## src/rtl/bpq_pkg.sv

```systemverilog
// shared constants and types for the button press qualifier
package bpq_pkg;

  // level that means the button is down
  localparam logic PRESSED_LEVEL = 1'b0;

  // debounce time in ticks (60 ms at 20 ms a tick)
  localparam int unsigned TICK_MS      = 20;
  localparam int unsigned DEBOUNCE_MS  = 60;
  localparam int unsigned HELD_W       = 16;
  localparam logic [HELD_W-1:0] SHORT_TICKS = HELD_W'(DEBOUNCE_MS / TICK_MS);
  localparam logic [HELD_W-1:0] HELD_MAX    = {HELD_W{1'b1}};

  // event value and long press offset
  localparam int unsigned EVENT_W  = 4;
  localparam logic [EVENT_W-1:0] LONG_ADD = EVENT_W'(10);

  // configuration data and long press threshold
  localparam int unsigned CFG_DATA_W   = 16;
  localparam int unsigned CFG_INDEX_W  = 2;
  localparam int unsigned LONG_MS_RESET = 1000;
  localparam int unsigned LONG_TICKS_W = 12;
  localparam logic [LONG_TICKS_W-1:0] LONG_TICKS_RESET =
    LONG_TICKS_W'(LONG_MS_RESET / TICK_MS);

  // divide by the tick length: multiply by 2^20/20 rounded up, then shift
  localparam int unsigned RECIP_SHIFT = 20;
  localparam int unsigned RECIP_W     = 17;
  localparam logic [RECIP_W-1:0] RECIP_TICK =
    RECIP_W'(((1 << RECIP_SHIFT) + TICK_MS - 1) / TICK_MS);
  localparam int unsigned PROD_W = CFG_DATA_W + RECIP_W;

  // action modes
  typedef enum logic [1:0] {
    AM_PUSH   = 2'd0,
    AM_INVERT = 2'd1,
    AM_TOGGLE = 2'd2
  } action_mode_t;

  // configuration register indexes
  typedef enum logic [CFG_INDEX_W-1:0] {
    REG_ACTION_MODE       = 2'd0,
    REG_INPUT_MODE        = 2'd1,
    REG_LONG_PRESS_ENABLE = 2'd2,
    REG_LONG_PRESS_MS     = 2'd3
  } cfg_reg_t;

endpackage

```

## src/rtl/button_press_qualifier.sv

```systemverilog
// Button debounce with short and long press qualification.
// One input item is one 20 ms tick of the button. The block takes one item
// every clock cycle while in_stall is low: the per-tick update is registered
// straight from the item into the state and result registers, so the rate is one
// item per cycle. An item gives zero or one result. in_stall rises only while
// a result sits in the result register and out_stall holds it there.
// Configuration writes are always taken (cfg_ready is high); the long press
// threshold in ticks is worked out when long_press_ms is written.
module button_press_qualifier
  import bpq_pkg::*;
(
  input  logic                   clk,
  input  logic                   rst,
  // input item
  input  logic                   in_valid,
  output logic                   in_stall,
  input  logic                   button_level,
  input  logic                   press_flag,
  // result item
  output logic                   out_valid,
  input  logic                   out_stall,
  output logic [EVENT_W-1:0]     event_value,
  // configuration writes
  input  logic                   cfg_valid,
  output logic                   cfg_ready,
  input  logic [CFG_INDEX_W-1:0] cfg_index,
  input  logic [CFG_DATA_W-1:0]  cfg_data
);

  // configuration registers
  action_mode_t            action_mode;
  logic                    input_mode;
  logic                    long_press_enable;
  logic [LONG_TICKS_W-1:0] long_ticks;

  // tick state
  logic                    last_level;
  logic                    held_flag;
  logic [HELD_W-1:0]       held_ticks;
  logic [EVENT_W-1:0]      stored_state;

  // next values
  logic                    last_level_next;
  logic                    held_flag_next;
  logic [HELD_W-1:0]       held_ticks_next;
  logic [EVENT_W-1:0]      stored_state_next;
  logic [EVENT_W-1:0]      event_next;
  logic                    fire;

  logic                    btn;
  logic [EVENT_W-1:0]      new_state;
  logic                    in_accept;
  logic                    cfg_write;
  logic [PROD_W-1:0]       ms_prod;

  assign in_stall  = out_valid & out_stall;
  assign in_accept = in_valid & ~in_stall;
  assign cfg_ready = 1'b1;
  assign cfg_write = cfg_valid & cfg_ready;

  // long press milliseconds to ticks
  assign ms_prod = PROD_W'(cfg_data) * PROD_W'(RECIP_TICK);

  // per-tick update
  always_comb begin
    btn               = last_level;
    held_flag_next    = held_flag;
    held_ticks_next   = held_ticks;
    last_level_next   = last_level;
    stored_state_next = stored_state;
    new_state         = stored_state;

    // pick the level: sampled, or flipped by a press latch
    if (input_mode == 1'b0) begin
      btn = button_level;
    end else if (press_flag) begin
      btn             = ~last_level;
      held_flag_next  = 1'b1;
      held_ticks_next = SHORT_TICKS;
    end

    // count pressed ticks, saturating
    if (btn == PRESSED_LEVEL) begin
      if (held_flag_next) begin
        if (held_ticks_next != HELD_MAX) begin
          held_ticks_next = held_ticks_next + HELD_W'(1);
        end
      end else begin
        held_flag_next  = 1'b1;
        held_ticks_next = '0;
      end
    end

    // debounced level change forms a new state
    if ((btn != last_level) && (held_ticks_next >= SHORT_TICKS)) begin
      last_level_next = btn;
      held_flag_next  = 1'b0;
      case (action_mode)
        AM_PUSH: begin
          new_state = EVENT_W'(btn);
        end
        AM_INVERT: begin
          new_state         = {{(EVENT_W-1){1'b0}}, ~btn};
          stored_state_next = EVENT_W'(btn);
        end
        AM_TOGGLE: begin
          if (btn == PRESSED_LEVEL) begin
            new_state = (stored_state == '0) ? EVENT_W'(1) : '0;
          end
          held_ticks_next = '0;
        end
        default: begin
        end
      endcase
    end

    // event on a state change, long press adds its offset
    fire       = (new_state != stored_state_next);
    event_next = new_state;
    if (long_press_enable && (held_ticks_next >= HELD_W'(long_ticks))) begin
      event_next = new_state + LONG_ADD;
    end
    if (fire) begin
      stored_state_next = event_next;
    end
  end

  // state and configuration registers
  always_ff @(posedge clk) begin
    if (rst) begin
      action_mode       <= AM_PUSH;
      input_mode        <= 1'b0;
      long_press_enable <= 1'b0;
      long_ticks        <= LONG_TICKS_RESET;
      last_level        <= 1'b1;
      held_flag         <= 1'b0;
      held_ticks        <= '0;
      stored_state      <= EVENT_W'(1);
    end else begin
      if (in_accept) begin
        last_level   <= last_level_next;
        held_flag    <= held_flag_next;
        held_ticks   <= held_ticks_next;
        stored_state <= stored_state_next;
      end
      if (cfg_write) begin
        case (cfg_reg_t'(cfg_index))
          REG_ACTION_MODE: begin
            action_mode  <= action_mode_t'(cfg_data[1:0]);
            stored_state <= (action_mode_t'(cfg_data[1:0]) == AM_INVERT) ?
                            '0 : EVENT_W'(1);
          end
          REG_INPUT_MODE: begin
            input_mode <= cfg_data[0];
          end
          REG_LONG_PRESS_ENABLE: begin
            long_press_enable <= cfg_data[0];
          end
          REG_LONG_PRESS_MS: begin
            long_ticks <= ms_prod[RECIP_SHIFT +: LONG_TICKS_W];
          end
          default: begin
          end
        endcase
      end
    end
  end

  // result register
  always_ff @(posedge clk) begin
    if (rst) begin
      out_valid <= 1'b0;
    end else if (in_accept && fire) begin
      out_valid <= 1'b1;
    end else if (!out_stall) begin
      out_valid <= 1'b0;
    end
  end

  always_ff @(posedge clk) begin
    if (in_accept && fire) begin
      event_value <= event_next;
    end
  end

endmodule

```

## config.mk

```make
export PLATFORM = sky130hd
export DESIGN_NAME = button_press_qualifier
export DESIGN_NICKNAME = d
export VERILOG_FILES = /design/src/rtl/bpq_pkg.sv /design/src/rtl/button_press_qualifier.sv
export SDC_FILE = /design/constraint.sdc
export NUM_CORES = 1
export LEC_CHECK = 0
export BUFFER_PORTS_ARGS = -buffer_cell sky130_fd_sc_hd__buf_4
export CAP_MARGIN = 20
export CELL_PAD_IN_SITES_DETAIL_PLACEMENT = 0
export CELL_PAD_IN_SITES_GLOBAL_PLACEMENT = 2
export CORE_ASPECT_RATIO = 0.8
export CORE_MARGIN = 1
export CORE_UTILIZATION = 37
export CTS_CLUSTER_DIAMETER = 40
export DETAILED_ROUTE_END_ITERATION = 8
export PLACE_DENSITY = 0.89
export SLEW_MARGIN = 30
export SYNTH_ARGS = -nofsm -noshare
export SYNTH_HDL_FRONTEND = slang
export SYNTH_SLANG_ARGS = --single-unit
export TNS_END_PERCENT = 5
```

## constraint.sdc

```tcl
create_clock -name clk -period 5.3 [get_ports clk]
set_input_delay 0.53 -clock clk [delete_from_list [all_inputs] [get_ports clk]]
set_output_delay 0.53 -clock clk [all_outputs]
set_load 0.01 [all_outputs]
```

=== Word-level counts from Yosys, hierarchy flattened ===
Cells that the tools add are included.

* Register bits: 43
* Latch bits: 0
* Bits in writable memories: 0
* Bits in read-only memories: 0
* Output and inout bits: 7
* Word-level logic and storage cells: 68
* Memories kept: 0

* $add $sub $neg: 2
* $mul: 1
* Div/mod/pow operators: 0
* Order comparisons: 2
* Eq/ne operators: 10
* Shifts and indexed selects: 0
* Mux-type cells: 27
* Bitwise operators: 5
* Reduce and logical (&&, ||, !) cells: 11

{| class="wikitable"
|+ Operators by type and width
! cell !! count
|-
| $mux W16 || 7
|-
| $mux W4 || 9
|-
| $mul A16 B16 Y32 const B || 1
|-
| $add A16 B1 Y16 const B || 1
|-
| $ge A16 B12 Y1 || 1
|-
| $ge A16 B2 Y1 const B || 1
|-
| $ne A16 B16 Y1 const B || 1
|-
| $pmux W4 S3 || 1
|-
| $mux W1 || 10
|-
| $reduce_and A2 Y1 || 5
|-
| $eq A2 B1 Y1 const B || 3
|-
| $eq A2 B2 Y1 const B || 3
|-
| $add A4 B4 Y4 const B || 1
|-
| $logic_not A2 Y1 || 2
|-
| $logic_not A4 Y1 || 1
|-
| $ne A4 B4 Y1 || 1
|-
| $logic_and A1 B1 Y1 || 3
|-
| $not A1 Y1 || 3
|-
| $and A1 B1 Y1 || 2
|-
| $ne A2 B1 Y1 const B || 1
|-
| $ne A1 B1 Y1 || 1
|}

=== Depth between registers and ports, before layout ===
Gate-level depths: netlist of the first run.

* Word-level depth: 16
* Depth in mapped cells: 25
* Mapped depth without buffers: 22

=== Least setup slack after synthesis of the first run ===
No wires, ideal clock.

* Path type: input to register
* From: input port cfg_data[4]
* To: register long_ticks[11]
* Library setup time: 0.130 ns
* Data arrival time: 5.648 ns
* Required time: 5.170 ns
* Slack: -0.477 ns
* Stages: 17
* Buffers on the path: 0
* Cells stage by stage: ha_1 inv_1 fa_1 inv_1 fa_1 fa_1 fa_1 fa_1 ha_1 a211oi_1 nand2_1 a221o_1 a2111oi_2 o31ai_1 o31ai_1 mux2i_1 o31ai_1

* Word-level cells in the longest chain between the ends: 1

{| class="wikitable"
|+ Ends and longest elaborated chain
! what !! RTL line !! RTL
|-
| start: declaration || button_press_qualifier.sv:27 || <nowiki>input logic [CFG_DATA_W-1:0] cfg_data</nowiki>
|-
| $mul A16 B16 Y32 || button_press_qualifier.sv:62 || <nowiki>assign ms_prod = PROD_W'(cfg_data) * PROD_W'(RECIP_TICK);</nowiki>
|-
| end signal: assignment || button_press_qualifier.sv:160 || <nowiki>long_ticks <= ms_prod[RECIP_SHIFT +: LONG_TICKS_W];</nowiki>
|-
| end: declaration || button_press_qualifier.sv:34 || <nowiki>logic [LONG_TICKS_W-1:0] long_ticks;</nowiki>
|}

Every way passes these cells.
A chain may end at the register's enable or synchronous reset.

=== Final worst setup path of the first run ===
* From: input port cfg_data[3]
* To: register long_ticks[11]

Same word-level chain as after synthesis.

==> summary.md, run 1 <==
| Metric | Value |
|---|---|
| Status | finished, final reports clean |
| Fin crit period | 5.27 ns |
| Synth area leaders | ha_1 (25%), fa_1 (22%), dfxtp_1 (11%) |
| Power density over the cells | 479 nW/um^2 |
| Post-Synth Simple-Gate Area | 13.7% |
| Cells after Synth | 811 |
| Sequential area share after synthesis | 12.2% |
| Critical path launch point type | input port |
| Area growth syn-to-layout | 25.4% |
| Commonest cells post-synth | inv_1 (154), ha_1 (146), fa_1 (81) |
| Mapped Area | 7350 sq um |
| Die H | 128 um |
| Worst EP required | 5.47 ns |
| Chip width | 160 um |
| RSZ-0062 raised after global routing | yes |
| CTS sink cnt | 43 |
| Synth Area in Adders | 46.9% |
| Comb power frac | 84.6% |
| CP Cell Sequence | buf_8 -> ha_4 -> inv_2 -> fa_1 -> inv_2 -> fa_1 -> fa_1 -> fa_2 -> fa_2 -> ha_4 -> a211oi_2 -> nand2_1 -> a221o_1 -> a2111oi_4 -> o31ai_4 -> o31ai_2 -> mux2i_1 -> o31ai_1 |
| Max-cap violations | 0 |
| Synth warn | 0 |
| Initial core utilization | 38.3% |
| Fmax | 0.190 GHz |
| CP max stage cell | fa_2 |
| Max_slew headroom | 57.5% |
| Antenna Violating Nets Remaining | 0 |
| Final hold violations | 0 |
| Crit path max fanout | 5 |
| Detailed Route WL | 19.9 mm |
| Cell taking the most area after synthesis | ha_1 |
| Synth Area in Compound Gates | 13.8% |
| Multi-input logic area | 6120 sq um |
| Fill cells | 1796 |
| Sw frac | 43.8% |
| Async set-reset flop share out of synthesis | 0% |
| Largest net degree at the start of global routing | 36 |
| Top-level port count | 32 |
| Layout cells sized above 1 | 24.9% |
| CTS max path bufs | 2 |
| H-tree levels | 2 |
| WL/cell | 16.6 um |
| Buf/Inv on CP | 3 |
| Sw Pwr | 1.93 mW |
| #FFs+latches synth | 43 |
| Detail Placement HPWL | 16.6 mm |
| CP Capture Type | flip-flop |
| CTS Buf Count | 5 |
| Maximum vdd drop | 0.000435 V |
| Post-Synth XOR/XNOR Area | 2.26% |
| Initial antenna violation count | 0 |
| Register area | 902 sq um |
| Global-route wire length before repair | 32.1 mm |
| Row cnt | 45 |
| Clk pwr share | 7.3% |
| Final period utilization | 99.5% |
| Skew final | 0.00973 ns |
| Via count | 6162 |
| CP Class | in -> reg |
| Clk slew on worst S/H paths | 0.07 ns |
| Gr usage total | 20.0% |
| Share of the synthesized area in the top cell type | 24.8% |
| Post-synth EDFFs | 4 |
| Via-per-instance ratio | 5.14 |
| Worst Tran Pin Value | 0.636 ns |
| Global route overflow | 0 |
| Final net count | 1192 |
| Detailed-route DRC error count | 0 |
| Delay-heaviest family, CP | adder cells |
| Ys flop type | dfxtp_1 |
| Per-instance average area after synthesis | 9.07 sq um |
| Final Slew Violations | 0 |
| Total negative setup slack | 0 ns |
| Most frequent CP cell | fa_1 |
| Root buffer cell | clkbuf_16 |
| Static Leak | 4.45 nW |
| Cell variety after synth | 83 |
| Clk_lat worst skew | 0.29 ns |
| IO Port Bufs | 30 |
| Multiplexer share of the synthesized area | 1.80% |
| Final Setup Violations | 0 |
| Main combinational cell family by area after synthesis | adder cells |
| Most frequent cell after synthesis | inv_1 |
| Antenna Cells | 0 |
| Crit-path max cell delay | 0.59 ns |
| Syn Nets | 1063 |
| Hold Crit Class | reg -> reg |
| Die ar. | 20400 sq um |
| Drt first-iter violations | 393 |
| TritonCTS clock tree | done |
| Gp weighted congestion | 0.876 |
| Drt first pass iters | 5 |
| Hold_ws | 0.458 ns |
| WP data arrival | 5.44 ns |
| Reg power frac | 8.1% |
| Internal power | 2.49 mW |
| Vias in the first global route | 6132 |
| Core area | 19200 sq um |
routing by layer:
layer / GRT usage [%] / up-vias / part of all wire, %
met5: 0 / - / 0
met4: 1.58 / 0 / 0.40
met3: 4.17 / 8 / 6.3
met2: 30.7 / 152 / 42
met1: 29.6 / 2975 / 51
li1: - / 3027 / -
flip-flops by register name, summed over array words and instances, names as in the netlist:
register / count
last_level: 1
input_mode: 1
held_ticks: 16
event_value: 4
action_mode: 2
long_ticks: 12
held_flag: 1
out_valid: 1
long_press_enable: 1
stored_state: 4
cells in the final DEF (no fill, tap or decap), drive strengths merged, types with 5 or more instances in the layout:
cell type  Yosys  layout
o31ai         10      10
inv          154     155
mux2i         11      11
nand4          5       5
nand2b         7       7
and2          10      10
nor3          14      14
nor4           5       5
and3          14      14
a31oi          6       6
dfxtp         39      39
ha           146     146
or3            7       7
a211oi         9       9
xor2           9       9
fa            81      81
a21oi         37      37
nor2          35      35
nand2         55      55
o21ai         25      25
clkbuf        11       5
o211ai         7       7
buf            9     142
nand3         26      26
xnor2         10      10
power groups by stage:
| stage | clock network [mW] | logic (mW) | registers [mW] |
|---|---|---|---|
| 5_1_grt | 0.342 | 4.20 | 0.361 |
| 6_report | 0.322 | 3.74 | 0.359 |
| 3_3_place_gp | 0 | 2.87 | 0.366 |
| 3_5_place_dp | 0 | 2.91 | 0.366 |
| 2_1_floorplan | 0 | 1.95 | 0.363 |
| 4_1_cts | 0.328 | 3.40 | 0.359 |
worst reg2reg max path: stages (launching register included):
cell and delay, ns:
dfxtp_2 0.42, nand2_1 0.15, nand2b_1 0.13, ha_1 0.20, nand3_1 0.10, a2111oi_0 0.40
a31oi_1 0.31, o31ai_4 0.31, nand4b_4 0.17, o21ai_4 0.16, and2_4 0.18, o21ai_0 0.12
ha_1 0.28, nand2b_1 0.15, a21o_1 0.17, a21oi_1 0.18, o21ai_0 0.11, a311oi_1 0.31
o31ai_2 0.15, a2bb2oi_2 0.28, mux2_2 0.37
cell type report:
type / instances / area share, %
inverters: 154 / 6.30
repair buffers: 142 / 12.4
well taps: 258 / 3.50
clock inverters: 3 / 0.258
flip-flops and latches: 43 / 9.78
multi-input cells: 594 / 66.4
clock buffers: 5 / 1.36
path summary, 6_finish.rpt:
path	start	to	slack, ns	cells after the start
max	cfg_data[3]	long_ticks[11]$_SDFFE_PP0P_	0.03	18
min	long_ticks[9]$_SDFFE_PP0P_	long_ticks[9]$_SDFFE_PP0P_	0.46	2
max reg2reg	input_mode$_SDFFE_PP0P_	event_value[2]$_DFFE_PP_	0.41	20
min reg2reg	long_ticks[9]$_SDFFE_PP0P_	long_ticks[9]$_SDFFE_PP0P_	0.46	2
metrics by stage:
step                      total power, mW  cells  area (sq um)  utilization, %  setup slack, ns
after global placement               3.24   1175          8570            44.7           -0.510
after CTS                            4.08   1194          8960            46.7           -0.107
after detailed placement             3.28   1175          8570            44.7           -0.566
after global routing                 4.90   1199          9220            48.0           -0.158
final                                4.42   1199          9220            48.0           0.0287
after floorplan                      2.31    811          7400               -           -0.103
cell families (layout without fill, tap and decap cells):
logic type,Yosys count,count (layout)
xor+xnor,19,19
other cells,1,1
buf+inv,174,304
mux,13,13
compound gates,139,139
simple gates,195,195
flops,43,43
fa+ha+maj,227,227
what timing repair did:
item / in CTS / in global routing
setup endpoints to repair: 5 / 13
setup buffers: 11 / 5
hold buffers: 0 / 0
pin swaps: 37 / 43
resized for setup: 31 / 46
No activity file was read; power rests on OpenSTA's default activity.
==> inputs of run 2 (changes only) <==
--- a/config.mk
+++ b/config.mk
@@ -15,6 +15,7 @@
 export CTS_CLUSTER_DIAMETER = 40
 export DETAILED_ROUTE_END_ITERATION = 8
 export PLACE_DENSITY = 0.89
+export REMOVE_ABC_BUFFERS = 1
 export SLEW_MARGIN = 30
 export SYNTH_ARGS = -nofsm -noshare
 export SYNTH_HDL_FRONTEND = slang
==> summary.md, run 2 (synthesis gave the netlist of run 1 again) <==
| Metric | Value |
|---|---|
| Crit path to | long_ticks[11]$_SDFFE_PP0P_ |
| Power density over the cells | 426 nW/um^2 (-11%) |
| Setup slack at placement | -0.841 ns (-0.275 ns) |
| Detail Placement HPWL | 16.1 mm (-2.9%) |
| Post-route insts no fill | 1185 (-1.2%) |
| Via count | 6024 (-2.2%) |
| Global route overflow | 0 (unchanged) |
| Detailed Route WL | 19.1 mm (-4.1%) |
| Top-level port count | 32 (unchanged) |
| Final Slew Violations | 0 (unchanged) |
| Top reg by flops | held_ticks |
| Largest net degree at the start of global routing | 36 (unchanged) |
| Final net count | 1177 (-1.3%) |
| R2R Path End | event_value[2]$_DFFE_PP_ |
| Reg2reg setup slack | 0.43 ns (+0.02 ns) |
| Final hold violations | 0 (unchanged) |
| DP Cell Count | 1176 (+0.085%) |
| Die ar. | 20400 sq um (unchanged) |
| RSZ-0062 raised after global routing | yes |
| Failing checks | setup timing |
| Core area | 19200 sq um (unchanged) |
| Worst R2R Path Depth | 22 (+10%) |
| Row cnt | 45 (unchanged) |
| Static Leak | 4.36 nW (-2.0%) |
| Clk_lat worst skew | 0.29 ns (about the same) |
| Most common cell after layout, fill and taps aside | inv_1 |
| Chip width | 160 um (unchanged) |
| Critical path launch point type | input port |
| Max reg flops | 16 (unchanged) |
| Initial core utilization | 38.3% (unchanged) |
| Gp weighted congestion | 0.932 (+6.4%) |
| CTS Buf Count | 5 (unchanged) |
| Gr usage total | 19.9% (about the same) |
| Initial antenna violation count | 0 (unchanged) |
| WP data arrival | 5.51 ns (+0.07 ns) |
| RR Startpoint | input_mode$_SDFFE_PP0P_ |
| Drt first-iter violations | 391 (-0.51%) |
| Area growth syn-to-layout | 21.8% |
| WL/cell | 16.1 um (-2.9%) |
| Hold Path Stages | 2 (unchanged) |
| Hold Crit Class | reg -> reg |
| Skew final | 0.0136 ns (+0.00385 ns) |
| Maximum vdd drop | 0.000340 V (-22%) |
| H-tree levels | 2 (unchanged) |
| CTS sink cnt | 43 (unchanged) |
| TritonCTS clock tree | done |
| Hold_ws | 0.457 ns (-0.000182 ns) |
| Crit path max fanout | 5 (unchanged) |
| CP Capture Type | flip-flop |
| CTS max path bufs | 2 (unchanged) |
| Vias in the first global route | 6085 (-0.77%) |
| Most frequent cells in the layout | inv_1 (148), ha_1 (132), buf_4 (125) |
| Detailed-route DRC error count | 0 (unchanged) |
| Global-route wire length before repair | 32.1 mm (+0.15%) |
| Final period utilization | 101% (+1.3 points) |
| Layout cells sized above 1 | 21.6% (-3.3 points) |
| Top Registers | held_ticks x16, long_ticks x12 |
| Die H | 128 um (unchanged) |
| Clk slew on worst S/H paths | 0.07 ns (about the same) |
| CP startpoint | cfg_data[4] |
| Via-per-instance ratio | 5.08 (-1.1%) |
| Max-cap violations | 0 (unchanged) |
| Setup WS post-layout | -0.0426 ns (-0.0713 ns) |
| Max_slew headroom | 58.5% (+1.0 points) |
| Worst EP required | 5.46 ns (about the same) |
| Root buffer cell | clkbuf_16 |
| Fmax | 0.187 GHz (-1.3%) |
| IO Port Bufs | 30 (unchanged) |
| CP Class | in -> reg |
| Hold_buf cts | 0 (unchanged) |
| Final Setup Violations | 3 (+3) |
| Status | complete, but fails checks |
| Antenna Violating Nets Remaining | 0 (unchanged) |
| Fin crit period | 5.34 ns (+0.0713 ns) |
| Fill cells | 1815 (+1.1%) |
| Drt first pass iters | 5 (unchanged) |
| Worst Tran Pin Value | 0.622 ns (-0.0136 ns) |
[run 2: timing repair]
action	in CTS	in global routing
endpoints found under the setup margin	8	12
resized for setup	34	10
buffers inserted	1	0
pin swaps	38	4
[run 2: worst min-delay path by stage]
stage | startpoint | end | slack (ns)
after floorplan | long_ticks[3]$_SDFFE_PP0P_ | long_ticks[3]$_SDFFE_PP0P_ | 0.43
after global placement | long_ticks[3]$_SDFFE_PP0P_ | long_ticks[3]$_SDFFE_PP0P_ | 0.44
after detailed placement | long_ticks[7]$_SDFFE_PP0P_ | long_ticks[7]$_SDFFE_PP0P_ | 0.45
after CTS | long_ticks[7]$_SDFFE_PP0P_ | long_ticks[7]$_SDFFE_PP0P_ | 0.46
after global routing | long_ticks[7]$_SDFFE_PP0P_ | long_ticks[7]$_SDFFE_PP0P_ | 0.49
final | long_ticks[3]$_SDFFE_PP0P_ | long_ticks[3]$_SDFFE_PP0P_ | 0.46
[run 2: worst max-delay path: stages]
cell and delay (ns):
buf_4 0.14, ha_4 0.27, inv_1 0.05, fa_1 0.53, inv_1 0.05, fa_1 0.47
fa_2 0.60, fa_2 0.44, fa_2 0.55, ha_1 0.26, nand2_1 0.08, nor2_1 0.06
a32oi_1 0.15, o21ai_1 0.08, buf_4 0.15, a2111oi_4 0.40, o31ai_2 0.16, o31ai_4 0.25
mux2i_1 0.20, o31ai_1 0.08
[run 2: stage by stage]
| stage | power (mW) | area, sq um | util (%) | TNS (ns) |
|---|---|---|---|---|
| floorplan | 2.22 | 7260 | - | -1.62 |
| global placement | 3.18 | 8550 | 44.5 | -4.66 |
| detailed placement | 3.18 | 8550 | 44.5 | -5.13 |
| CTS | 3.78 | 8910 | 46.4 | -0.0791 |
| global route | 4.32 | 8960 | 46.7 | -1.19 |
| finish | 3.82 | 8960 | 46.7 | -0.0687 |
[run 2: power breakdown]
group | switching (mW) | internal, mW | leakage, nW
registers | 0.0115 | 0.348 | 0.350
logic | 1.54 | 1.59 | 3.94
clock network | 0.132 | 0.190 | 0.0745
[run 2: final cells by class]
cell class                      count  area (sq um)  share of cell area (%)
Multi-Input combinational cell    594          6040                    67.4
Timing Repair Buffer              127           970                    10.8
Sequential cell                    43           901                    10.1
Inverter                          154           578                    6.45
Tap cell                          258           323                    3.60
Clock buffer                        7           143                    1.59
Clock inverter                      1          8.76                  0.0977
Antenna cell                        1          2.50                  0.0279
[run 2: per-layer routing]
metal  track usage (%)  up-vias  wire length, um
li1                  -     2992                -
met1              30.7     2892            10300
met2              29.6      126             7710
met3              3.33       14              952
met4              2.26        0              145
met5                 0        -                0
==> inputs of run 3 (changes only) <==
--- a/config.mk
+++ b/config.mk
@@ -11,10 +11,10 @@
 export CELL_PAD_IN_SITES_GLOBAL_PLACEMENT = 2
 export CORE_ASPECT_RATIO = 0.8
 export CORE_MARGIN = 1
-export CORE_UTILIZATION = 37
+export CORE_UTILIZATION = 35
 export CTS_CLUSTER_DIAMETER = 40
 export DETAILED_ROUTE_END_ITERATION = 8
-export PLACE_DENSITY = 0.89
+export PLACE_DENSITY = 0.85
 export REMOVE_ABC_BUFFERS = 1
 export SLEW_MARGIN = 30
 export SYNTH_ARGS = -nofsm -noshare
==> summary.md, run 3 (synthesis gave the netlist of run 1 again) <==
| Metric | Value |
|---|---|
| Final period utilization | 99.9% (-0.95 points) |
| Critical path launch point type | input port |
| Skew final | 0.00787 ns (-0.00571 ns) |
| Max-cap violations | 0 (unchanged) |
| Detail Placement HPWL | 16.6 mm (+2.8%) |
| Static Leak | 4.38 nW (+0.37%) |
| Via count | 6047 (+0.38%) |
| Post-route insts no fill | 1194 (+0.76%) |
| Detailed Route WL | 19.4 mm (+1.9%) |
| Antenna Violating Nets Remaining | 0 (unchanged) |
| Clk_lat worst skew | 0.30 ns (about the same) |
| Reg2reg setup slack | 0.31 ns (-0.12 ns) |
| Maximum vdd drop | 0.000315 V (-7.4%) |
| Most common cell after layout, fill and taps aside | inv_1 |
| WL/cell | 16.3 um (+1.1%) |
| Hold worst-path end | long_ticks[9]$_SDFFE_PP0P_ |
| Most frequent cells in the layout | inv_1 (147), ha_1 (127), buf_4 (122) |
| Initial core utilization | 35.6% (-2.7 points) |
| Drt first pass iters | 4 (-1) |
| Row cnt | 47 (+4.4%) |
| RR Startpoint | input_mode$_SDFFE_PP0P_ |
| CTS max path bufs | 2 (unchanged) |
| Die ar. | 21600 sq um (+5.6%) |
| Global-route wire length before repair | 32.5 mm (+1.3%) |
| Top Registers | held_ticks x16, long_ticks x12 |
| Worst EP required | 5.46 ns (about the same) |
| Die H | 132 um (+2.8%) |
| Power density over the cells | 456 nW/um^2 (+7.0%) |
| Fmax | 0.189 GHz (+0.95%) |
| Post-DP Area | 8520 sq um (-0.25%) |
| Max reg flops | 16 (unchanged) |
| Status | finished, final reports clean |
| Final net count | 1175 (-0.17%) |
| Hold Path Stages | 2 (unchanged) |
| CP Class | in -> reg |
| Fin crit period | 5.29 ns (-0.0503 ns) |
| Final Slew Violations | 0 (unchanged) |
| Post-route cell area | 9090 sq um (+1.5%) |
| Top-level port count | 32 (unchanged) |
| Detailed-route DRC error count | 0 (unchanged) |
| Gp weighted congestion | 0.927 (-0.52%) |
| Gr usage total | 19.3% (-0.60 points) |
| R2R Path End | event_value[2]$_DFFE_PP_ |
| Crit path max fanout | 5 (unchanged) |
| CTS sink cnt | 43 (unchanged) |
| Final hold violations | 0 (unchanged) |
| Clk slew on worst S/H paths | 0.06 ns (about the same) |
| CP Capture Type | flip-flop |
| Core area | 20600 sq um (+7.5%) |
| Root buffer cell | clkbuf_16 |
| TritonCTS clock tree | done |
| Global route overflow | 0 (unchanged) |
| Largest net degree at the start of global routing | 36 (unchanged) |
| Worst R2R Path Depth | 23 (+4.5%) |
| Vias in the first global route | 6173 (+1.4%) |
| Chip width | 164 um (+2.8%) |
| Hold Crit Class | reg -> reg |
| CTS Buf Count | 5 (unchanged) |
| Hold_buf cts | 0 (unchanged) |
| Initial antenna violation count | 0 (unchanged) |
| Fill cells | 1997 (+10%) |
| Hold_sp | long_ticks[9]$_SDFFE_PP0P_ |
| DP Cell Count | 1184 (+0.68%) |
| Hold_ws | 0.457 ns (-0.0000370 ns) |
| WP data arrival | 5.46 ns (-0.05 ns) |
| Drt first-iter violations | 334 (-15%) |
| Via-per-instance ratio | 5.06 (-0.37%) |
| Top reg by flops | held_ticks |
| RSZ-0062 raised after global routing | yes |
| CP startpoint | cfg_data[10] |
| IO Port Bufs | 30 (unchanged) |
| Worst Tran Pin Value | 0.614 ns (-0.00883 ns) |
| H-tree levels | 2 (unchanged) |
| Layout cells sized above 1 | 22.5% (+0.91 points) |
| Max_slew headroom | 59.1% (+0.59 points) |
| Final Setup Violations | 0 (-3) |
| Area growth syn-to-layout | 23.6% |
-- run 3: report_power, final --
group | leakage [nW] | total, mW | internal (mW) | switching (mW)
Clock | 0.0959 | 0.421 | 0.274 | 0.147
Combinational | 3.93 | 3.36 | 1.71 | 1.65
Sequential | 0.350 | 0.358 | 0.347 | 0.0111
-- run 3: worst max path at each step --
stage / slack [ns] / endpoint
after floorplan: -0.47 / long_ticks[11]$_SDFFE_PP0P_
after global placement: -0.80 / long_ticks[11]$_SDFFE_PP0P_
after detailed placement: -0.87 / long_ticks[11]$_SDFFE_PP0P_
after CTS: -0.08 / long_ticks[11]$_SDFFE_PP0P_
after global routing: -0.20 / long_ticks[11]$_SDFFE_PP0P_
final: 0.008 / long_ticks[9]$_SDFFE_PP0P_
-- run 3: critical path, cell delays in order --
cell	delay, ns
buf_4	0.13
ha_1	0.31
ha_1	0.28
inv_1	0.05
fa_1	0.50
inv_1	0.05
fa_1	0.48
fa_2	0.65
fa_1	0.42
ha_1	0.34
nand3_1	0.08
o211ai_1	0.18
a32oi_1	0.24
o21ai_2	0.12
a2111oi_4	0.35
o31ai_1	0.13
buf_4	0.16
or3_1	0.30
nand3_1	0.09
a21oi_1	0.07
-- run 3: layer usage --
| layer | wire length [um] | global-route usage [%] | vias up |
|---|---|---|---|
| met5 | 0 | 0 | - |
| met4 | 119 | 2.06 | 0 |
| met1 | 10300 | 30.3 | 2914 |
| met3 | 965 | 3.63 | 13 |
| li1 | - | - | 2996 |
| met2 | 8100 | 27.8 | 124 |
-- run 3: metrics by stage --
step / power (mW) / worst slack (ns) / TNS (ns) / utilization [%]
2_1_floorplan: 2.22 / -0.471 / -1.62 / -
3_3_place_gp: 3.19 / -0.802 / -5.23 / 41.3
3_5_place_dp: 3.23 / -0.868 / -5.17 / 41.3
4_1_cts: 3.88 / -0.0819 / -0.192 / 43.2
5_1_grt: 4.63 / -0.201 / -0.809 / 44.0
6_report: 4.14 / 0.00770 / 0 / 44.1
-- run 3: what timing repair did --
action	4_1_cts	5_1_grt
gates resized for setup	25	34
pin swaps	28	22
setup endpoints to repair	6	9
setup buffers	0	2
-- run 3: final cells by class --
class	instances	area (sq um)	share of cell area [%]
inverter	154	581	6.39
timing repair buffer	125	958	10.5
antenna	1	2.50	0.0275
sequential	43	901	9.91
tap	269	337	3.70
clock buffer	5	125	1.38
multi-input combinational	594	6120	67.3
clock inverter	3	71.3	0.784
